**src/hdl/assert_macros.svh**
```systemverilog
// Assertion macros used by the core design file.
`ifndef ASSERT_MACROS_SVH
`define ASSERT_MACROS_SVH

// Checked at every rising edge of clk, ignored while rst is high.
`define ASSERT_CLK_RST(lbl, prop, msg) \
  lbl: assert property (@(posedge clk) disable iff (rst) prop) else $error(msg);

// Checked at every rising edge of clk, reset included.
`define ASSERT_CLK(lbl, prop, msg) \
  lbl: assert property (@(posedge clk) prop) else $error(msg);

`endif

```
**src/hdl/ldk_pkg.sv**
```systemverilog
package ldk_pkg;

  localparam int RootBits = 35;
  localparam int RadW     = 2 * RootBits;
  localparam int RemW     = RootBits + 3;
  localparam int ArgW     = 38;
  localparam int LinW     = 36;

  typedef struct packed {
    logic                   valid;
    logic                   last;
    logic                   clamped;
    logic [47:0]            dt;
    logic [LinW-1:0]        lin;
  } side_t;

  typedef struct packed {
    side_t                  side;
    logic [RadW-1:0]        rad;
    logic [RemW-1:0]        rem;
    logic [RootBits-1:0]    root;
  } cell_t;

endpackage

```
**src/hdl/ldk_root_cell.sv**
```systemverilog
// One step of the digit-by-digit square root: takes the next two radicand
// bits, tries the subtraction and hands the partial root to the next cell.
module ldk_root_cell (
  input  logic          clk,
  input  logic          rst,
  input  ldk_pkg::cell_t din,
  output ldk_pkg::cell_t dout
);

  logic [ldk_pkg::RemW-1:0]     cand;
  logic [ldk_pkg::RemW-1:0]     trial;
  logic                         ge;

  always_comb begin
    cand  = {din.rem[ldk_pkg::RemW-3:0], din.rad[ldk_pkg::RadW-1 -: 2]};
    trial = ldk_pkg::RemW'({din.root, 2'b01});
    ge    = (cand >= trial);
  end

  always_ff @(posedge clk) begin
    dout.rad  <= din.rad << 2;
    dout.rem  <= ge ? (cand - trial) : cand;
    dout.root <= {din.root[ldk_pkg::RootBits-2:0], ge};
    if (rst) begin
      dout.side <= '0;
    end else begin
      dout.side <= din.side;
    end
  end

endmodule

```
**config.mk**
```make
export PLATFORM = sky130hd
export DESIGN_NAME = ldk_root_cell
export DESIGN_NICKNAME = d
export VERILOG_FILES = /design/src/hdl/assert_macros.svh /design/src/hdl/ldk_pkg.sv /design/src/hdl/ldk_root_cell.sv
export SDC_FILE = /design/constraint.sdc
export NUM_CORES = 1
export LEC_CHECK = 0
export BUFFER_PORTS_ARGS = -buffer_cell sky130_fd_sc_hd__buf_2
export CORE_AREA = 2 2 182 184
export CTS_CLUSTER_SIZE = 14
export DETAILED_ROUTE_END_ITERATION = 16
export DIE_AREA = 0 0 184 186
export GPL_TIMING_DRIVEN = 0
export MAX_ROUTING_LAYER = met4
export PLACE_DENSITY = 0.51
export SETUP_SLACK_MARGIN = 0.1
export SYNTH_ARGS = -nofsm -noshare
export SYNTH_HDL_FRONTEND = slang
export SYNTH_SLANG_ARGS = --single-unit
```
**constraint.sdc**
```tcl
create_clock -name clk -period 6.9 [get_ports clk]
set_input_delay 0 -clock clk [delete_from_list [all_inputs] [get_ports clk]]
set_output_delay 0 -clock clk [all_outputs]
set_load 0.1 [all_outputs]
```
# Yosys cells after proc, flatten, opt, wreduce, memory -nomap -nowiden

Index checks and enable logic that the tools add are counted.

Flip-flop bits (word level): 228
Output and inout bits: 230
Word-level logic and storage cells: 11

Add/sub/neg operators: 1
$lt $le $gt $ge: 1
Multiplexer cells: 1

Operators with widths:

| cell           | count |
|---|---|
| $ge 38x37->1   | 1 |
| $mux 38        | 1 |
| $sub 38x37->38 | 1 |

# Longest topological paths before layout

Depth after elaboration: 2
Depth in mapped cells: 14
Gate-level depth less buffers: 12

# Worst setup path before layout

Ideal clock, no wire load.

Path kind: input port to flip-flop
Start: in din[21] in the netlist's numbering
End: reg dout[62] in the netlist's numbering
Data arrival time: 2.263 ns
Required time: 6.775 ns
Path slack: 4.512 ns
Stages: 12
Cell sequence: inv_1 -> ha_1 -> clkbuf_1 -> a21oi_1 -> o21ai_1 -> or4_1 -> o21a_1 -> a41oi_2 -> o21ai_2 -> a21oi_4 -> buf_2 -> o31ai_1

Word-level cells in the longest chain between the ends: 2
Elaborated cells on any way between the ends: 3
Classes of those cells: add/sub (1); order compare (1); mux (1)

RTL lines:

| what                                           | line                                     | RTL |
|---|---|---|
| start, declared                                | ldk_root_cell.sv:6                       | `input ldk_pkg::cell_t din,` |
| $sub 38x37->38 or $ge 38x37->1 (tied branches) | ldk_root_cell.sv:22, ldk_root_cell.sv:17 |  |
| $mux 38 (*)                                    | ldk_root_cell.sv:22                      | `dout.rem <= ge ? (cand - trial) : cand;` |
| end, declared                                  | ldk_root_cell.sv:7                       | `output ldk_pkg::cell_t dout` |

Every way passes the cells marked *; elsewhere a longest branch is shown, timed or not.
A chain may end at the register's enable or synchronous reset.

# Final worst setup path

Start: in din[7] in the netlist's numbering
End: reg dout[72] in the netlist's numbering

The elaborated chain is that of the path after synthesis.

==> impl_metrics.csv <==
group,metric,value,unit
cells_and_area,nNetsFinal,1773,
timing,rsz0062_at_grt,"false",
floorplanning,die_h,186,um
clock_tree,cts_sinks,228,
place,io_buffers,456,
floorplanning,die_w,184,um
outcome,status,"finished clean",
worst_hold_path,min_path_type,"input pin to flop",
grt,antenna_found_initial,7,
setup_path,worstPathMaxFanout,7,
synthesis,syn_area_per_cell,10.5,um^2
setup_path,path_cells,"dlygate4sd3_1, buf_2, inv_1, ha_1, clkbuf_1, nand3_1, a21oi_1, a21boi_2, o32ai_1, a211oi_2, o22ai_2, a21oi_1, nor2_1, nor4b_2, xor2_1, dlygate4sd3_1",
synthesis,synthCells,730,
timing,slew_headroom,54.6,%
timing,max_freq,272,MHz
floorplanning,initial_core_util,23.7,%
run,drv_cap,0,
setup_path,endpoint_kind,"flop",
pwr,p_per_area,309,nW/um^2
synthesis,synth_seq_area_share,59.7,%
timing,final_max_slew_viol_count,0,
synthesis,synth_warnings,0,
setup_path,slowest_delay,0.63,ns
place,dp_hpwl,24300,um
timing,finalHoldViolations,0,
grt,grt_use_total,18.9,%
grt,grt_pass1_vias,8485,
grt,grt_overflow_total,0,
drt,via_per_inst,4.14,
setup_path,crit_required,7.34,ns
setup_path,crit_type,"input pin to flop",
synthesis,synth.distinct_cells,49,
floorplanning,rows,66,
cells_and_area,fillCellCount,3059,
drt,dr.pass1.iters,4,
cells_and_area,largest_reg_flops,228,
cells_and_area,area_growth,87.4,%
pwr,power_frac_seq,32.7,%
synthesis,synth.top_cell.area_share,59.7,%
clock_tree,ctsRootBufferMaster,"clkbuf_16",
setup_path,arrival,4.12,ns
timing,whs,0.0859,ns
clock_tree,cts_tree,"yes",
drt,route.detailed.drc,0,
pwr,power_frac_clock,35.5,%
floorplanning,core_area,32200,um^2
pwr,combPwrFrac,31.8,%
clock_tree,clkTransAtPathRegs,0.06,ns
clock_tree,postCtsSetupBuffers,0,
synthesis,synth-edff-count,0,
cells_and_area,final_layout_size_suffix_gt1_share,34.3,%
synthesis,synthFlopType,"dfxtp_1",
grt,grt_max_degree,14,
timing,final.setup.tns,0,ns
clock_tree,cts_max_path_buffers,3,
pwr,intPower,2.75,mW
pwr,vdd_drop_max,0.000224,V
synthesis,synth_top_cell_by_area,"dfxtp_1",
synthesis,synth_area,7650,um^2
floorplanning,die_area,34200,um^2
timing,period_needed,3.68,ns
drt,drt-total-wl,33500,um
synthesis,synthTopCellsByArea,"dfxtp_1 (60%), nor2b_1 (7.8%), ha_1 (6.1%)",
drt,vias,8027,
setup_path,setup.worst_path.start_class,"input pin",
setup_path,critPathSlowestCell,"o32ai_1",
timing,fin_crit_sh,53.4,%
pwr,p_leak,7.00,nW
clock_tree,htree_levels,1,
timing,worst_slew_pin_slew,0.679,ns
cells_and_area,post-route-util,44.5,%
synthesis,yosys_register_bits,228,
pwr,swShare,37.9,%
drt,drt_iter0_markers,245,
drt,ant_nets,0,
synthesis,ys_async_sr_fraction,0,%
drt,wl_per_cell,17.3,um
floorplanning,io_pins,462,
place,gp_congestion,0.843,
grt,grt_pass1_wl,48000,um
clock_tree,cts_buffers,26,
cells_and_area,largest_register,"dout",
pwr,switchingPower,1.68,mW
cells_and_area,reg.largest.list,"dout: 228 flops",
timing,setup_viol,0,
power by group through the flow:
stage | sequential, mW | clock, mW | combinational (mW)
2_1_floorplan | 2.26 | 0 | 0.225
3_3_place_gp | 1.47 | 0 | 1.27
3_5_place_dp | 1.48 | 0 | 1.27
4_1_cts | 1.45 | 1.61 | 1.41
5_1_grt | 1.46 | 1.66 | 1.47
6_report | 1.45 | 1.57 | 1.41
cells in the final DEF, fill, tap and decap left out, types with 12 or more instances in the layout:
cell	n
buf_2	463
dlygate4sd3_1	289
dfxtp_1	228
nor2b_1	95
nand2_1	56
inv_1	46
ha_1	37
a21oi_1	35
o21ai_1	33
clkbuf_16	26
o21ai_0	23
clkbuf_1	22
nor2_1	19
xnor2_1	17
xor2_1	16
a21o_1	13
nand4_1	12
Yosys cell counts, types with 16 or more instances:
cell,n
dfxtp_1,228
clkbuf_1,20
xor2_1,16
o21ai_0,23
ha_1,37
nor2b_1,95
a21oi_1,35
o21ai_1,33
xnor2_1,17
nor2_1,19
nand2_1,56
inv_1,46
per-stage QoR:
step	cells	power, mW	area [um^2]	setup slack (ns)
after floorplan	731	2.48	7650	4.51
after global placement	1595	2.74	10400	3.71
after CTS	1932	4.47	14300	3.23
after detailed placement	1595	2.74	10400	3.66
final	1939	4.43	14300	3.22
after global routing	1939	4.59	14300	2.96
worst paths after layout:
kind	startpoint	end	slack (ns)	depth (start not counted)
setup / recovery	din[7]	dout[72]$_DFF_P_	3.22	16
hold / removal	din[78]	dout[80]$_DFF_P_	0.09	2
repair_timing:
item | CTS | global route
hold buffers | 289 | 0
gates resized for setup | 0 | 0
hold endpoints to repair | 228 | 0
worst max-delay path, delay by kind of cell:
kind	cells	cell delay (ns)
xor gates and xnor gates	1	0.16
buffers and inverters	5	1.50
adders and majority gates	1	0.26
and+or+nand+nor	3	0.45
AOI/OAI and AO/OA	6	1.74
area by class of cell:
cell class | count | area, um^2 | area share (%)
multi-input cells | 426 | 2780 | 19.4
plain buffers | 30 | 133 | 0.925
clock inverters | 17 | 280 | 1.96
well taps | 408 | 510 | 3.56
clock buffers | 31 | 699 | 4.88
inverters | 47 | 176 | 1.23
flip-flops and latches | 228 | 4560 | 31.8
repair buffers | 745 | 5170 | 36.1
diodes | 7 | 17.5 | 0.122
kinds of logic (layout without fill, tap and decap cells):
| family | count (synthesis) | count (layout) | share of synthesized area [%] |
|---|---|---|---|
| fa+ha+maj | 37 | 37 | 6.05 |
| buf+inv | 77 | 870 | 4.04 |
| xor+xnor | 33 | 33 | 3.78 |
| simple gates | 210 | 210 | 14.7 |
| mux | 1 | 1 | 0.131 |
| other cells | 1 | 9 | 0.0490 |
| flops | 228 | 228 | 59.7 |
| compound gates | 143 | 143 | 11.6 |
per-layer routing:
metal  share of wire, %  up-vias  global-route usage (%)  wire length, um
li1                   -     3963                       -                -
met1                 37     3703                    19.1            12400
met2                 52      294                    34.6            17400
met3                7.1       67                    5.22             2360
met4                3.9        0                    7.52             1320
met5                  0        -                       -                0
No activity file was read; power rests on OpenSTA's default activity.
