[config.mk]
export PLATFORM = sky130hd
export DESIGN_NAME = ldk_back
export DESIGN_NICKNAME = d
export VERILOG_FILES = /design/src/hdl/assert_macros.svh /design/src/hdl/ldk_pkg.sv /design/src/hdl/ldk_back.sv
export SDC_FILE = /design/constraint.sdc
export NUM_CORES = 2
export LEC_CHECK = 0
export ABC_AREA = 1
export BUFFER_PORTS_ARGS = -buffer_cell sky130_fd_sc_hd__buf_2
export CORE_UTILIZATION = 30
export CTS_CLUSTER_DIAMETER = 60
export DETAILED_ROUTE_END_ITERATION = 10
export PLACE_DENSITY = 0.5
export RECOVER_POWER = 25
export SETUP_SLACK_MARGIN = 0.5
export SLEW_MARGIN = 25
export SYNTH_ARGS = -nofsm -noshare
export SYNTH_HDL_FRONTEND = slang
export SYNTH_SLANG_ARGS = --single-unit
[constraint.sdc]
create_clock -name clk -period 15.7 [get_ports clk]
set_clock_uncertainty 0.1 [all_clocks]
set_input_delay 2.355 -clock clk [delete_from_list [all_inputs] [get_ports clk]]
set_output_delay 2.355 -clock clk [all_outputs]
set_load 0.005 [all_outputs]
[src/hdl/assert_macros.svh]
// Assertion macros used by the core design file.
`ifndef ASSERT_MACROS_SVH
`define ASSERT_MACROS_SVH

// Checked at every rising edge of clk, ignored while rst is high.
`define ASSERT_CLK_RST(lbl, prop, msg) \
  lbl: assert property (@(posedge clk) disable iff (rst) prop) else $error(msg);

// Checked at every rising edge of clk, reset included.
`define ASSERT_CLK(lbl, prop, msg) \
  lbl: assert property (@(posedge clk) prop) else $error(msg);

`endif

[src/hdl/ldk_pkg.sv]
package ldk_pkg;

  localparam int RootBits = 35;
  localparam int RadW     = 2 * RootBits;
  localparam int RemW     = RootBits + 3;
  localparam int ArgW     = 38;
  localparam int LinW     = 36;

  typedef struct packed {
    logic                   valid;
    logic                   last;
    logic                   clamped;
    logic [47:0]            dt;
    logic [LinW-1:0]        lin;
  } side_t;

  typedef struct packed {
    side_t                  side;
    logic [RadW-1:0]        rad;
    logic [RemW-1:0]        rem;
    logic [RootBits-1:0]    root;
  } cell_t;

endpackage

[src/hdl/ldk_back.sv]
// Back end: slip times the chosen delta, then the saturating add to dt.
module ldk_back (
  input  logic          clk,
  input  logic          rst,
  input  logic          drift_mode,
  input  logic [47:0]   time_slip,
  input  ldk_pkg::cell_t cin,
  output logic          done,
  output logic [47:0]   new_time_offset,
  output logic          saturated,
  output logic          root_clamped,
  output logic          last_out
);

  localparam logic signed [55:0] DtMax = 56'sd140737488355327;
  localparam logic signed [55:0] DtMin = -56'sd140737488355328;

  logic        v1, last1, clamp1, neg1;
  logic [47:0] dt1, sm1;
  logic [34:0] vm1;
  logic        v2, last2, clamp2, neg2;
  logic [47:0] dt2;
  logic [41:0] p00, p10;
  logic [40:0] p01, p11;
  logic        v3, last3, clamp3;
  logic [47:0] dt3;
  logic [55:0] term3;

  logic [35:0] rv, vsel, vneg_val;
  logic [83:0] total;
  logic [53:0] tm;
  logic signed [55:0] nt;

  always_comb begin
    rv       = {1'b0, cin.root} - (36'd1 << 30);
    vsel     = drift_mode ? rv : cin.side.lin;
    vneg_val = 36'd0 - vsel;
    total    = 84'(p00) + (84'(p01) << 18) + (84'(p10) << 24) + (84'(p11) << 42);
    tm       = total[83:30];
    nt       = $signed({{8{dt3[47]}}, dt3}) + $signed(term3);
  end

  always_ff @(posedge clk) begin
    dt1    <= cin.side.dt;
    last1  <= cin.side.last;
    clamp1 <= cin.side.clamped;
    neg1   <= vsel[35] ^ time_slip[47];
    vm1    <= vsel[35] ? vneg_val[34:0] : vsel[34:0];
    sm1    <= time_slip[47] ? (48'd0 - time_slip) : time_slip;

    dt2    <= dt1;
    last2  <= last1;
    clamp2 <= clamp1;
    neg2   <= neg1;
    p00    <= sm1[23:0]  * vm1[17:0];
    p01    <= sm1[23:0]  * vm1[34:18];
    p10    <= sm1[47:24] * vm1[17:0];
    p11    <= sm1[47:24] * vm1[34:18];

    dt3    <= dt2;
    last3  <= last2;
    clamp3 <= clamp2;
    term3  <= neg2 ? (56'd0 - {2'b0, tm}) : {2'b0, tm};

    last_out     <= last3;
    root_clamped <= clamp3;
    priority if (nt > DtMax) begin
      new_time_offset <= DtMax[47:0];
      saturated       <= 1'b1;
    end else if (nt < DtMin) begin
      new_time_offset <= DtMin[47:0];
      saturated       <= 1'b1;
    end else begin
      new_time_offset <= nt[47:0];
      saturated       <= 1'b0;
    end

    if (rst) begin
      v1   <= 1'b0;
      v2   <= 1'b0;
      v3   <= 1'b0;
      done <= 1'b0;
    end else begin
      v1   <= cin.side.valid;
      v2   <= v1;
      v3   <= v2;
      done <= v3;
    end
  end

endmodule

# After elaboration in Yosys (flattened, before gate mapping)
# Index checks and enable logic that the tools add are counted.
[totals]
register_bits = 511
in_bits = 281
out_inout_bits = 52
wordCells = 49
[classes]
add_sub_neg = 8
n_mul = 4
magnitude_cmp = 2
n_mux = 6
n_bitwise = 1
[op_table]
columns = ["cell", "count"]
rows = [
  ["67-bit by 83-bit adder with 84-bit output", 1],
  ["24-bit by 18-bit multiplier with 42-bit output", 2],
  ["24-bit by 17-bit multiplier with 41-bit output", 2],
  ["60-bit by 66-bit adder with 67-bit output", 1],
  ["42-bit by 59-bit adder with 60-bit output", 1],
  ["48-bit by 55-bit adder with 56-bit output", 1],
  ["56-bit by 48-bit > comparator with 1-bit output (second input constant)", 1],
  ["56-bit by 48-bit less-than comparator with 1-bit output (second input constant)", 1],
  ["1-bit by 54-bit subtractor with 55-bit output (first input constant)", 1],
  ["54-bit 2-to-1 mux", 1],
  ["48-bit 2-to-1 mux", 1],
  ["1-bit by 48-bit subtractor with 48-bit output (first input constant)", 1],
  ["47-bit 2-to-1 mux", 1],
  ["36-bit 2-to-1 mux", 1],
  ["35-bit by 31-bit subtractor with 36-bit output (second input constant)", 1],
  ["35-bit 2-to-1 mux", 1],
  ["1-bit by 35-bit subtractor with 35-bit output (first input constant)", 1],
  ["1-bit 2-to-1 mux", 1],
  ["1-bit bitwise XOR", 1],
]

# Logic depth before layout (Yosys ltp)
[logic_depth]
ltp_word = 5
depth_mapped = 32
ltp_nobuf = 30

# Least setup slack after synthesis
# No wires, ideal clock.
[synth_path]
kind = "reg2reg"
from = "reg vm1[8]"
to = "reg p10[40]"
setup_time_ps = 119
arrival_ps = 6007
required_time_ps = 15481
setup_slack_ps = 9474
path_stages_with_launch = 29
path_buffers = 2
synth_period_minus_slack_ps = 6226
cell_sequence = "dfxtp_1 clkbuf_1 buf_1 nand2_1 fa_1 inv_1 fa_1 inv_1 fa_1 inv_1 fa_1 fa_1 inv_1 fa_1 inv_1 ha_1 a21oi_1 inv_1 a21oi_1 o21ai_0 inv_1 o21ai_0 a21oi_1 inv_1 a21oi_1 o21ai_0 nand2_1 nand3_1 xor2_1"
[synth_between]
elab_chain_cells = 1
[synth_rtl]
columns = ["element", "line_no", "text"]
rows = [
  ["from (decl)", "ldk_back.sv:20", "logic [34:0] vm1;"],
  ["from (signal assigned)", "ldk_back.sv:48", "vm1 <= vsel[35] ? vneg_val[34:0] : vsel[34:0];"],
  ["24-bit by 18-bit multiplier with 42-bit output", "ldk_back.sv:57", "p10 <= sm1[47:24] * vm1[17:0];"],
  ["to (signal assigned)", "ldk_back.sv:57", ""],
  ["to (decl)", "ldk_back.sv:23", "logic [41:0] p00, p10;"],
]
# Every way passes these cells.
# A chain may end at the register's enable or synchronous reset.

# Worst setup path after layout
[layout_path]
from = "reg vm1[0]"
to = "reg p00[39]"
[layout_between]
elab_chain_cells = 1
[layout_rtl]
columns = ["element", "line_no", "text"]
rows = [
  ["24-bit by 18-bit multiplier with 42-bit output", "ldk_back.sv:55", "p00 <= sm1[23:0] * vm1[17:0];"],
  ["to (signal assigned)", "ldk_back.sv:55", ""],
  ["to (decl)", "ldk_back.sv:23", ""],
]
# Every way passes these cells.

==> metrics <==
Vias between 60000 and 70000; H-tree depth 2; status finished with violations; most frequent cell after synthesis nand2_1; Die Wd 516.3 um; Tightest Pin Transition 3474 ps; gr usage total 0.1821; routability cong. 0.9160; Die Height 516.3 um; vias in the first global route 66516; CP Cell Sequence clkbuf_1 > nand2_1 > fa_1 > inv_1 > fa_1 > fa_1 > fa_1 > inv_1 > fa_1 > inv_1 > ha_1 > nand2_1 > nor2_1 > nand2_1 > o21ai_0 > nand3_1 > nand2_1 > nand3_1 > nand2_1 > xor2_1; Overflow after GRT 0; area fraction of the dominant cell type after synthesis 0.3522; slowest stage delay, CP 2380 ps; ys async rst share 0; initial antenna violation count 13; Worst Setup Path Type reg2reg; CP Max Fanout 47; Slowest-stage cell, CP clkbuf_1; Critical Path RT approximately 16000 ps; final net count 12765; CTS tree done; Data arrival, critical path around 8900 ps; die footprint about 270000 sq um; mapped cell area a little under 80000 sq um; post-synthesis sequential area ratio 0.1244; CP top delay family adder cells; First DRT Iteration DRCs 3601; DRC errors left 0; Min-Delay Path Class reg2reg; Syn. warnings 0; First-pass DRT Iterations 5; Distinct cells, synth 59; TritonCTS buffer count 60; fin. max-slew vios 94; crit share post-route 0.5418; hold buffer count at cts 0; clock edge transition at the registers on the reported setup and hold paths 60 ps; top post-synthesis cells by area fa_1, nand2_1, inv_1; post-CTS resize count 0; first-pass GRT wire length between 300000 and 400000 um; Synth area leader fa_1; drt wl/cell 16.90 um; Root Buffer clkbuf_16; GRT met2 Usage 0.2933; share of layout cells above drive strength 1 0.05623; CTS sink cnt between 400 and 500; EDFF count, synth 0; area growth from synthesis to layout 8.521%; Setup-failing EPs final 0; CP Capture Type flip-flop; unrepaired setup endpoints after global routing false; Bufs on Longest Clock Path 3; slew margin rel. -1.316; final hold vios 0; initial core utilization 0.3020; Placement Rows approximately 190; setup TNS 0 ps; post-route ant nets 0; worst-skew pair later-pin latency around 730 ps; drt via density 4.463; Port Buffers 224; worst path bufs/invs 4; post-layout minimum cycle time about 8500 ps; synth cell count leaders nand2_1, inv_1, fa_1; Max-cap violations 2; core area 262700 sq um; Post CTS Setup Buffer Count 0; largest net degree at the start of global routing 49; CP startpoint kind flip-flop; wirelength, routed 238000 um; synthesized instance count 10546; Post-Syn Area per Cell 7.523 sq um; violated checks capacitance limit, slew limit; hpwl dp 182400 um; most utilized layer in the global route result met2; GR Util met1 0.2598; met3 GRT Util 0.02326; Synth Net Count 12800; I/O pin count 333; ys flop type dfxtp_1; max frequency 117.6 MHz; synthesized flop and latch total 493
[final timing paths]
| kind | start | end | slack [ps] | depth (start not counted) |
|---|---|---|---|---|
| max | vm1[0]$_DFF_P_ | p00[39]$_DFF_P_ | 7190 | 20 |
| min | clamp2$_DFF_P_ | clamp3$_DFF_P_ | 230 | 0 |
| max reg2reg | vm1[0]$_DFF_P_ | p00[39]$_DFF_P_ | 7190 | 20 |
| min reg2reg | clamp2$_DFF_P_ | clamp3$_DFF_P_ | 230 | 0 |
[layout by cell type, fill, tap and decap left out, types with 54 or more instances in the layout]
| cell | Yosys | routed |
|---|---|---|
| nand2_1 | 2914 | 2914 |
| inv_1 | 2843 | 2843 |
| fa_1 | 1396 | 1396 |
| ha_1 | 577 | 577 |
| nor2_1 | 460 | 460 |
| dfxtp_1 | 493 | 458 |
| a21oi_1 | 306 | 306 |
| buf_2 | 8 | 224 |
| xor2_1 | 203 | 203 |
| nand3_1 | 191 | 191 |
| o21ai_0 | 159 | 159 |
| xnor2_1 | 103 | 103 |
| buf_4 | 0 | 76 |
| clkbuf_16 | 0 | 60 |
| nand4_1 | 55 | 55 |
| a31oi_1 | 54 | 54 |
[routing by layer]
| metal | vias to the layer above | share of wire |
|---|---|---|
| met5 | - | 0.00030 |
| met4 | 12 | 0.020 |
| met3 | 299 | 0.057 |
| met2 | 1532 | 0.44 |
| met1 | 30662 | 0.48 |
| li1 | 30329 | - |
[sequential cells by signal (all words and copies together) (netlist names), 41 cells and up]
signal	cells
sm1	48
dt1	48
p11	41
new_time_offset	48
p01	41
dt3	48
dt2	48
p10	42
term3	55
[through the flow]
step	worst slack, ps	cell area [sq um]	cells	hold WS (ps)	utilization
global placement	8713	83960	13964	210.1	0.3195
CTS	8656	86110	14078	227.0	0.3277
floorplan	9474	79340	10546	209.6	-
detailed placement	8680	83960	13964	212.1	0.3195
finish	7194	86100	14080	225.4	0.3277
global route	6833	86090	14078	229.6	0.3277
[final cells by class]
cell class / count / area [sq um]
Fill cell: 28452 / 176600
Antenna cell: 2 / 5.005
Inverter: 2866 / 10760
Timing Repair Buffer: 302 / 1699
Clock inverter: 39 / 508.0
Multi-Input combinational cell: 6788 / 57150
Clock buffer: 75 / 1638
Tap cell: 3515 / 4398
Sequential cell: 493 / 9943
[kinds of logic after synthesis]
| kind of cell | synth area share |
|---|---|
| xor+xnor | 0.03419 |
| compound gates | 0.04794 |
| buf+inv | 0.1553 |
| simple gates | 0.1936 |
| flops | 0.1244 |
| mux | 0.001388 |
| fa+ha+maj | 0.4432 |
[worst register-to-register path: cells and delay by family, from the launching register on]
| family | cells | cell delay [ps] |
|---|---|---|
| flops | 1 | 310 |
| buf+inv | 4 | 2560 |
| simple gates | 8 | 1300 |
| fa+ha+maj | 6 | 3160 |
| compound gates | 1 | 360 |
| xor+xnor | 1 | 530 |
Power is not shown: default switching activity piles up to over one toggle a cycle in this logic, so the estimate is an artifact.
